<file path="src/sv/fbfse_pkg.sv">
`default_nettype none

package fbfse_pkg;

   localparam int CSR_INDEX_W = 3;
   localparam int CSR_DATA_W  = 32;

   typedef enum logic [CSR_INDEX_W-1:0] {
      CSR_ENABLE        = 3'd0,
      CSR_ACTIVE_WIDTH  = 3'd1,
      CSR_ACTIVE_HEIGHT = 3'd2,
      CSR_RED_SHIFT     = 3'd3,
      CSR_GREEN_SHIFT   = 3'd4,
      CSR_BLUE_SHIFT    = 3'd5
   } csr_index_type;

   typedef enum logic [1:0] {
      KIND_FILL   = 2'd0,
      KIND_SCROLL = 2'd1,
      KIND_READ   = 2'd2,
      KIND_PACK   = 2'd3
   } kind_type;

   typedef enum logic [1:0] {
      ST_IDLE,
      ST_WALK,
      ST_READ,
      ST_FINISH
   } state_type;

   typedef struct packed {
      logic       enable;
      logic [8:0] active_width;
      logic [8:0] active_height;
      logic [4:0] red_shift;
      logic [4:0] green_shift;
      logic [4:0] blue_shift;
   } cfg_type;

   localparam cfg_type CFG_RESET = '{
      enable:        1'b0,
      active_width:  9'd256,
      active_height: 9'd256,
      red_shift:     5'd16,
      green_shift:   5'd8,
      blue_shift:    5'd0
   };

   typedef struct packed {
      logic load;
      logic walk;
      logic read;
      logic out_load;
   } cmd_type;

   typedef struct packed {
      logic walk;
      logic read;
      logic walk_done;
   } sts_type;

endpackage

`default_nettype wire

</file>
<file path="src/sv/fbfse_csr.sv">
`default_nettype none

module fbfse_csr (
   input  wire                                   clock,
   input  wire                                   reset,
   input  wire                                   csr_valid,
   output logic                                  csr_ready,
   input  wire  [fbfse_pkg::CSR_INDEX_W-1:0]     csr_index,
   input  wire  [fbfse_pkg::CSR_DATA_W-1:0]      csr_wdata,
   output fbfse_pkg::cfg_type                    cfg
);

   fbfse_pkg::cfg_type cfg_ff;
   fbfse_pkg::cfg_type cfg_in;

   assign csr_ready = 1'b1;
   assign cfg       = cfg_ff;

   always_comb begin
      cfg_in = cfg_ff;
      if (csr_valid && csr_ready) begin
         case (fbfse_pkg::csr_index_type'(csr_index))
            fbfse_pkg::CSR_ENABLE:        cfg_in.enable        = csr_wdata[0];
            fbfse_pkg::CSR_ACTIVE_WIDTH:  cfg_in.active_width  = csr_wdata[8:0];
            fbfse_pkg::CSR_ACTIVE_HEIGHT: cfg_in.active_height = csr_wdata[8:0];
            fbfse_pkg::CSR_RED_SHIFT:     cfg_in.red_shift     = csr_wdata[4:0];
            fbfse_pkg::CSR_GREEN_SHIFT:   cfg_in.green_shift   = csr_wdata[4:0];
            fbfse_pkg::CSR_BLUE_SHIFT:    cfg_in.blue_shift    = csr_wdata[4:0];
            default: begin
            end
         endcase
      end
   end

   always_ff @(posedge clock) begin
      if (reset) begin
         cfg_ff <= fbfse_pkg::CFG_RESET;
      end else begin
         cfg_ff <= cfg_in;
      end
   end

endmodule

`default_nettype wire

</file>
<file path="config.mk">
export PLATFORM = sky130hd
export DESIGN_NAME = fbfse_csr
export DESIGN_NICKNAME = d
export VERILOG_FILES = /design/src/sv/fbfse_pkg.sv /design/src/sv/fbfse_csr.sv
export SDC_FILE = /design/constraint.sdc
export NUM_CORES = 1
export LEC_CHECK = 0
export BUFFER_PORTS_ARGS = -buffer_cell sky130_fd_sc_hd__buf_2
export CORE_UTILIZATION = 41
export DETAILED_ROUTE_END_ITERATION = 16
export MAX_ROUTING_LAYER = met4
export PLACE_DENSITY = 0.76
export RECOVER_POWER = 25
export SLEW_MARGIN = 20
export SYNTH_ARGS = -nofsm -noshare
export SYNTH_HDL_FRONTEND = slang
export SYNTH_SLANG_ARGS = --single-unit
</file>
<file path="constraint.sdc">
create_clock -name clock -period 0.8 [get_ports clock]
set_input_delay 0.12 -clock clock [delete_from_list [all_inputs] [get_ports clock]]
set_output_delay 0.12 -clock clock [all_outputs]
set_load 0.02 [all_outputs]
</file>
==> impl_metrics.ini <==
[outcome]
violations = negative setup slack
status = complete, but fails checks

[worst_setup_path]
crit_chain = buf_6
worstRegToRegCells = 4
end_kind = primary output
critPathMaxFanout = 2
worstSetupEndpoint = cfg[2]
required_ns = 0.68
crit_type = reg -> out
r2r_end = cfg[28]
startpoint = cfg[2]
path_depth = 1
timing.critical_path.buf_inv = 1
worst_path_largest_cell_delay_ns = 0.37
worst_setup_path_start_kind = flop
critPathArrivalTime_ns = 0.83
crit_family = flip-flops
regToRegStartpoint = cfg[28]
cpMaxStageDelayCell = dfxtp_2
regToRegSetupSlack_ns = 0.02

[power]
vdd_drop_max_v = 0.001253
p_per_area_mw_per_mm2 = 1712
leakage_uw = 0.001051

[synth]
synth_cell_type_count = 14
ys_warn_count = 0
ys_seq_elements = 34
syn_avg_cell_area_sq_um = 10.88
synth_cells = 136
ys_seq_area_frac = 0.4598
netlist_area_sq_mm = 0.001480
netlist.area_leader.share = 0.4598
synth_area_leaders = dfxtp_1 46%, mux2i_1 23%, nand2b_1 16%
synth_nets = 174
yosysTopAreaCell = dfxtp_1

[timing]
fin_setup_tns_ns = -4.465
holdWs_ns = 0.04533
fin_crit_ns = 0.9540
slew_viol_final = 0
final-setup-viol-count = 34
clock_skew_ns = 0
hold_viol_final = 0
setup_ws_ns = -0.1540
grt_setup_unrepaired = true
fin_crit_sh = 1.192
clock.fmax_mhz = 1048

[finish]
antennaDiodeCount = 0
stdcell_count = 241
n_fill_cell = 258
syn2layout_area_growth_pct = 48.77
fin_nets = 232
final_cell_mix = 37 x nand2b_1, 36 x buf_6, 34 x mux2i_1
largest_register_ffs = 34
final_common_cell = nand2b_1
layout-drive-gt1-share = 0.5538
fin_util = 0.6497

[floorplan]
die_h_microns = 62.09
io_pins = 73
start_util = 0.4367
core_sq_mm = 0.003390
die_w_microns = 62.09
rows = 21
die-area_sq_mm = 0.003855

[cts]
clk_path_buf_depth = 2
clock-sinks = 34
clock-root-buffer = clkbuf_4
htreeDepth = 2
cts_tree = done
clk_pin_slew_ns = 0.12
cts_buffers = 5
cts_hold_buf = 0
clk_latency_ns = 0.35

[placement]
gp_congestion = 0.7552
port_buffers = 48
dp.cells = 222
hpwl_mm = 2.407
pre_cts_slack_ns = -0.2068

[detailed_routing]
viasPerCell = 4.780
wirelength_mm = 3.448
drt-initial-drc-count = 17
route.vias.total = 1152
postRouteAntennaNets = 0
firstDrtPassIters = 4
drc = 0
m1WireLength_mm = 1.371
dr_wl_met2_mm = 1.775
wl_per_cell_microns = 14.31
highest_layer = met4
wl_met3_microns = 249

[global_route]
grt_max_degree = 25
first_global_vias = 1158
overflow = 0
grt_first_pass_wirelength_mm = 5.299
grt_usage = 0.2038
antenna_found_initial = 0

[min_path]
hp-class = in -> reg
min-delay-start = csr_wdata[4]

[flow_run]
cap_violations = 0
==> metal layers <==
metal / vias to the layer above / GRT usage
li1: 569 / -
met1: 538 / 0.2123
met2: 40 / 0.3511
met3: 5 / 0.05797
met4: 0 / 0.09841
met5: - / -
==> stage by stage <==
step | area (sq um) | total power [uW]
global route | 2202 | 3908
floorplan | 1498 | 2028
global placement | 1747 | 2118
detailed placement | 1747 | 2132
finish | 2202 | 3770
CTS | 2168 | 3794
==> how the worst min path moves through the flow <==
stage,to,slack [ns],depth (start not counted)
global route,cfg[29],0.06,3
detailed placement,cfg[23],0.40,3
CTS,cfg[14],0.04,3
global placement,cfg[23],0.38,3
finish,cfg[14],0.05,3
floorplan,cfg[14],0.28,2
==> report_power, final <==
| part | leakage (uW) | switching (uW) | internal, uW | total [uW] |
|---|---|---|---|---|
| Clock | 0.0000554 | 621 | 977 | 1600 |
| Combinational | 0.000708 | 196 | 213 | 409 |
| Sequential | 0.000288 | 27.7 | 1740 | 1760 |
| Total | 0.00105 | 845 | 2930 | 3770 |
==> cell usage after synthesis (all sizes together) <==
| cell | n |
|---|---|
| nand2b | 38 |
| dfxtp | 34 |
| mux2i | 34 |
| buf | 10 |
| nor2 | 7 |
| and4bb | 3 |
| clkbuf | 3 |
| nand4bb | 3 |
| nand4b | 2 |
| conb | 1 |
| nor4b | 1 |
==> final cells by class <==
class | instances | area [sq um] | share of cell area
Clock inverter | 3 | 68.82 | 0.03125
Tap cell | 46 | 57.56 | 0.02614
Clock buffer | 5 | 37.54 | 0.01705
Sequential cell | 34 | 719.4 | 0.3267
Multi-Input combinational cell | 89 | 725.7 | 0.3295
Timing Repair Buffer | 64 | 593.1 | 0.2693
==> logic make-up (layout without fill, tap and decap cells) <==
group | Yosys count | count (layout) | synth area share
and+or+nand+nor | 54 | 54 | 0.2527
buffers and inverters | 13 | 72 | 0.05494
muxes | 34 | 34 | 0.2299
other | 1 | 1 | 0.002533
DFF | 34 | 34 | 0.4598
==> worst reg2reg max path, delay by kind of cell (launching register included) <==
kind	cells	cell delay [ns]
DFF	1	0.35
buffers and inverters	2	0.21
muxes	1	0.06
and+or+nand+nor	1	0.05
==> repair_timing <==
item / in CTS / in global routing
setup endpoints to repair: 34 / 34
gates resized for setup: 102 / 3
setup buffers: 8 / 3
(Power assumes the default switching activity.)
