## config.mk

```make
export PLATFORM = sky130hd
export DESIGN_NAME = fbfse_ctrl
export DESIGN_NICKNAME = d
export VERILOG_FILES = /design/src/sv/fbfse_pkg.sv /design/src/sv/fbfse_ctrl.sv
export SDC_FILE = /design/constraint.sdc
export NUM_CORES = 1
export LEC_CHECK = 0
export ABC_AREA = 1
export BUFFER_PORTS_ARGS = -buffer_cell sky130_fd_sc_hd__clkbuf_2
export CAP_MARGIN = 5
export CORE_AREA = 2 2 39 41
export DETAILED_ROUTE_END_ITERATION = 10
export DIE_AREA = 0 0 41 43
export GPL_TIMING_DRIVEN = 0
export SETUP_SLACK_MARGIN = 0.05
export SKIP_LAST_GASP = 1
export SYNTH_ARGS = -nofsm -noshare
export SYNTH_HDL_FRONTEND = slang
export SYNTH_SLANG_ARGS = --single-unit
```

## constraint.sdc

```tcl
create_clock -name clock -period 1.1 [get_ports clock]
set_input_delay 0 -clock clock [delete_from_list [all_inputs] [get_ports clock]]
set_output_delay 0 -clock clock [all_outputs]
set_load 0.02 [all_outputs]
```

## src/sv/fbfse_pkg.sv

```systemverilog
`default_nettype none

package fbfse_pkg;

   localparam int CSR_INDEX_W = 3;
   localparam int CSR_DATA_W  = 32;

   typedef enum logic [CSR_INDEX_W-1:0] {
      CSR_ENABLE        = 3'd0,
      CSR_ACTIVE_WIDTH  = 3'd1,
      CSR_ACTIVE_HEIGHT = 3'd2,
      CSR_RED_SHIFT     = 3'd3,
      CSR_GREEN_SHIFT   = 3'd4,
      CSR_BLUE_SHIFT    = 3'd5
   } csr_index_type;

   typedef enum logic [1:0] {
      KIND_FILL   = 2'd0,
      KIND_SCROLL = 2'd1,
      KIND_READ   = 2'd2,
      KIND_PACK   = 2'd3
   } kind_type;

   typedef enum logic [1:0] {
      ST_IDLE,
      ST_WALK,
      ST_READ,
      ST_FINISH
   } state_type;

   typedef struct packed {
      logic       enable;
      logic [8:0] active_width;
      logic [8:0] active_height;
      logic [4:0] red_shift;
      logic [4:0] green_shift;
      logic [4:0] blue_shift;
   } cfg_type;

   localparam cfg_type CFG_RESET = '{
      enable:        1'b0,
      active_width:  9'd256,
      active_height: 9'd256,
      red_shift:     5'd16,
      green_shift:   5'd8,
      blue_shift:    5'd0
   };

   typedef struct packed {
      logic load;
      logic walk;
      logic read;
      logic out_load;
   } cmd_type;

   typedef struct packed {
      logic walk;
      logic read;
      logic walk_done;
   } sts_type;

endpackage

`default_nettype wire

```

## src/sv/fbfse_ctrl.sv

```systemverilog
`default_nettype none

module fbfse_ctrl (
   input  wire                  clock,
   input  wire                  reset,
   input  wire                  req_valid,
   output logic                 req_stall,
   output logic                 rsp_valid,
   input  wire                  rsp_stall,
   input  fbfse_pkg::sts_type   sts,
   output fbfse_pkg::cmd_type   cmd
);

   fbfse_pkg::state_type state_ff;
   fbfse_pkg::state_type state_in;
   logic                 rsp_valid_ff;
   logic                 rsp_valid_in;
   logic                 out_free;

   assign out_free  = !rsp_valid_ff || !rsp_stall;
   assign rsp_valid = rsp_valid_ff;

   always_comb begin
      state_in = state_ff;
      case (state_ff)
         fbfse_pkg::ST_IDLE: begin
            if (req_valid) begin
               if (sts.walk) begin
                  state_in = fbfse_pkg::ST_WALK;
               end else if (sts.read) begin
                  state_in = fbfse_pkg::ST_READ;
               end else begin
                  state_in = fbfse_pkg::ST_FINISH;
               end
            end
         end
         fbfse_pkg::ST_WALK: begin
            if (sts.walk_done) begin
               state_in = fbfse_pkg::ST_FINISH;
            end
         end
         fbfse_pkg::ST_READ: begin
            state_in = fbfse_pkg::ST_FINISH;
         end
         fbfse_pkg::ST_FINISH: begin
            if (out_free) begin
               state_in = fbfse_pkg::ST_IDLE;
            end
         end
         default: begin
            state_in = fbfse_pkg::ST_IDLE;
         end
      endcase
   end

   always_comb begin
      cmd          = '0;
      req_stall    = 1'b1;
      rsp_valid_in = rsp_valid_ff && rsp_stall;
      case (state_ff)
         fbfse_pkg::ST_IDLE: begin
            req_stall = 1'b0;
            cmd.load  = req_valid;
         end
         fbfse_pkg::ST_WALK: begin
            cmd.walk = 1'b1;
         end
         fbfse_pkg::ST_READ: begin
            cmd.read = 1'b1;
         end
         fbfse_pkg::ST_FINISH: begin
            if (out_free) begin
               cmd.out_load = 1'b1;
               rsp_valid_in = 1'b1;
            end
         end
         default: begin
         end
      endcase
   end

   always_ff @(posedge clock) begin
      if (reset) begin
         state_ff     <= fbfse_pkg::ST_IDLE;
         rsp_valid_ff <= 1'b0;
      end else begin
         state_ff     <= state_in;
         rsp_valid_ff <= rsp_valid_in;
      end
   end

endmodule

`default_nettype wire

```

==> summary.md <==
| Metric | Value |
|---|---|
| Status | completed |
| Synthesis-to-layout area growth | 93.6% |
| Hold violation total from the final report | 0 |
| LEAKAGE | 0.248 nW |
| Power per cell area | 2720 nW/µm² |
| Fillers | 148 |
| Post-DP HPWL | ~380 µm |
| Root Buffer | clkbuf_4 |
| # diodes | 0 |
| Worst slew pin tran | 0.134 ns |
| Final period utilization | 96.2% |
| Final total power | 1.33 mW |
| Final Skew | 0.00428 ns |
| Worst rel slew slack | 91.0% |
| Clk_lat worst skew | 0.23 ns |
| Sequential cell area fraction in the yosys report | 23.8% |
| Clock-pin slew of the registers on the worst-case setup and hold paths | 0.04 ns |
| Drt total wl | 493 µm |
| DR vias/cell | 3.90 |
| Sequential fraction of design power | 19.7% |
| Total core area | 1380 µm² |
| Worst Setup Path Type | reg2out |
| Total Routing Usage GR | roughly 6.4% |
| Cell Area, Placed | approximately 340 µm² |
| Fraction of layout cells with a size suffix above 1 | between 50% and 60% |
| Die Ht | 43 µm |
| Worst setup SP type | flop |
| Sw power | slightly above 0.6 mW |
| Design Area, Final | 489 µm² |
| DR DRC count | 0 |
| H-tree levels | 1 |
| CP endpoint kind | primary output |
| Syn Std Cell Area | roughly 250 µm² |
| Max Cap Viol | 0 |
| TNS Setup | 0 ns |
| Multi-input gate area | 235 µm² |
| Hold Crit Class | in2reg |
| Initial antenna violation count | 0 |
| Row count | 14 |
| Combinational fraction of design power | 66.0% |
| CTS Buffer Depth | 2 |
| # setup viols final | 0 |
| Final ANT Viol Nets | 0 |
| Chip width | 41 µm |
| RSZ-0062 raised after global routing | true |
| Routed len/inst | 6.85 µm |
| Synth warnings | 0 |
| R2r setup slk | roughly 0.07 ns |
| # Post-CTS Setup Buffers | 0 |
| Vias in the first global route | between 200 and 250 |
| Placed Cells incl. Taps | 67 |
| Dpl ws | -0.0243 ns |
| I/O Pins | 13 |
| Aggregate global routing overflow | 0 |
| Die area | 1760 µm² |
| Starting Density | 18.3% |
| Power Internal | 0.714 mW |
| Fin util | 35.4% |
| Worst Path Max Fanout | 4 |
| Critical Path AT | roughly 1.1 ns |
| Fraction of power consumed by the clock network | 14.3% |
| I/O Buffers | 12 |
| Switching portion of total power | 46.3% |
| First-pass GRT wire length | 696 µm |
| Fin worst setup slack | between 0.04 and 0.05 ns |
| Vias | 281 |
| CTS buffer count | 3 |
| Number of synthesized register bits | 3 |
| Clock sink count | 3 |
| Cells after Synth | 39 |
| Syn Nets | 51 |
| Final GP Congestion | 0.594 |
| Detailed Route Iter0 Violations | 1 |
| Final min period | ~1.1 ns |
| FF/Latch Area | 67.6 µm² |
| Synth cell types | 10 |
| Hold WS | 0.0235 ns |
| CP required | ~1.1 ns |
| Total Nets Final | 69 |
| Pins over their slew limit | 0 |
| Pin count of the biggest net entering global routing | 5 |
| Max Freq | 945 MHz |
| CTS tree | yes |
| Worst vdd ir | 0.598 mV |
| Detailed Routing Iterations Pass 1 | 3 |
| Post-Syn Area per Cell | 6.48 µm² |
| Non-Filler Instances | just over 70 |
==> state kept, by name (all words and copies together), names as in the netlist <==
signal / cells
rsp_valid: 1
state_ff: 2
==> final timing paths <==
| path | startpoint | to | depth (start not counted) |
|---|---|---|---|
| worst max-delay path | state_ff[0] | cmd[3] | 5 |
| worst min-delay path | rsp_stall | rsp_valid | 3 |
| worst max register to register | state_ff[1] | state_ff[1] | 6 |
| worst min register to register | rsp_valid | rsp_valid | 2 |
==> final cells by class <==
cell class,count,share of cell area [%]
multi-input cells,26,48.1
repair buffers,13,18.9
flip-flops and latches,3,13.8
inverters,10,9.72
clock buffers,4,5.37
well taps,16,4.09
==> cell families after synthesis <==
group	count (synthesis)	synth area share, %
AO/OA/AOI/OAI	3	5.94
adder cells (fa/ha/maj)	5	24.8
buffers and inverters	10	14.9
flip-flops	3	23.8
AND/OR/NAND/NOR	18	30.7
==> cells in the final DEF (no fill, tap or decap) <==
cell type	n
clkbuf_2	9
nand2_1	8
inv_1	6
ha_4	4
nand2_2	3
nor2_1	3
clkbuf_4	3
inv_6	2
inv_2	2
buf_6	2
dfxtp_4	2
a21oi_2	1
o21ai_2	1
nand3_1	1
nand2_4	1
nand3_4	1
nor2_2	1
a21oi_1	1
ha_1	1
clkbuf_1	1
dlygate4sd3_1	1
buf_8	1
dfxtp_1	1
==> power groups by stage <==
stage	Combinational, mW	Clock, mW	Sequential [mW]
after floorplan	0.439	0	0.196
after global placement	0.564	0	0.194
after detailed placement	0.568	0	0.198
after CTS	0.662	0.200	0.245
after global routing	0.983	0.216	0.270
final	0.877	0.190	0.262
==> critical path: stages (launching register included) <==
cell	delay, ns
dfxtp_4	0.39
inv_6	0.06
ha_4	0.17
nand2_2	0.07
inv_2	0.04
buf_8	0.11
==> cell usage after synthesis <==
master	n	area share (%)
nand2_1	11	16
inv_1	10	15
ha_1	5	25
nor2_1	4	5.9
dfxtp_1	3	24
a21oi_1	2	4.0
nand2_2	1	2.5
nand3_1	1	2.0
nand3_2	1	4.0
o21ai_0	1	2.0
==> timing repair <==
action / in CTS / in global routing
pin swaps: 2 / 9
hold buffers: 1 / 0
resized for setup: 14 / 20
endpoints found under the hold margin: 1 / 0
endpoints found under the setup margin: 5 / 5
==> metal layers <==
metal	track usage (%)	routed length (µm)	vias up
met2	10.0	280	8
met3	3.14	30	2
met1	4.47	174	123
li1	-	-	148
met5	0	0	-
met4	8.00	8	0
Power figures use the tool's default switching activity.
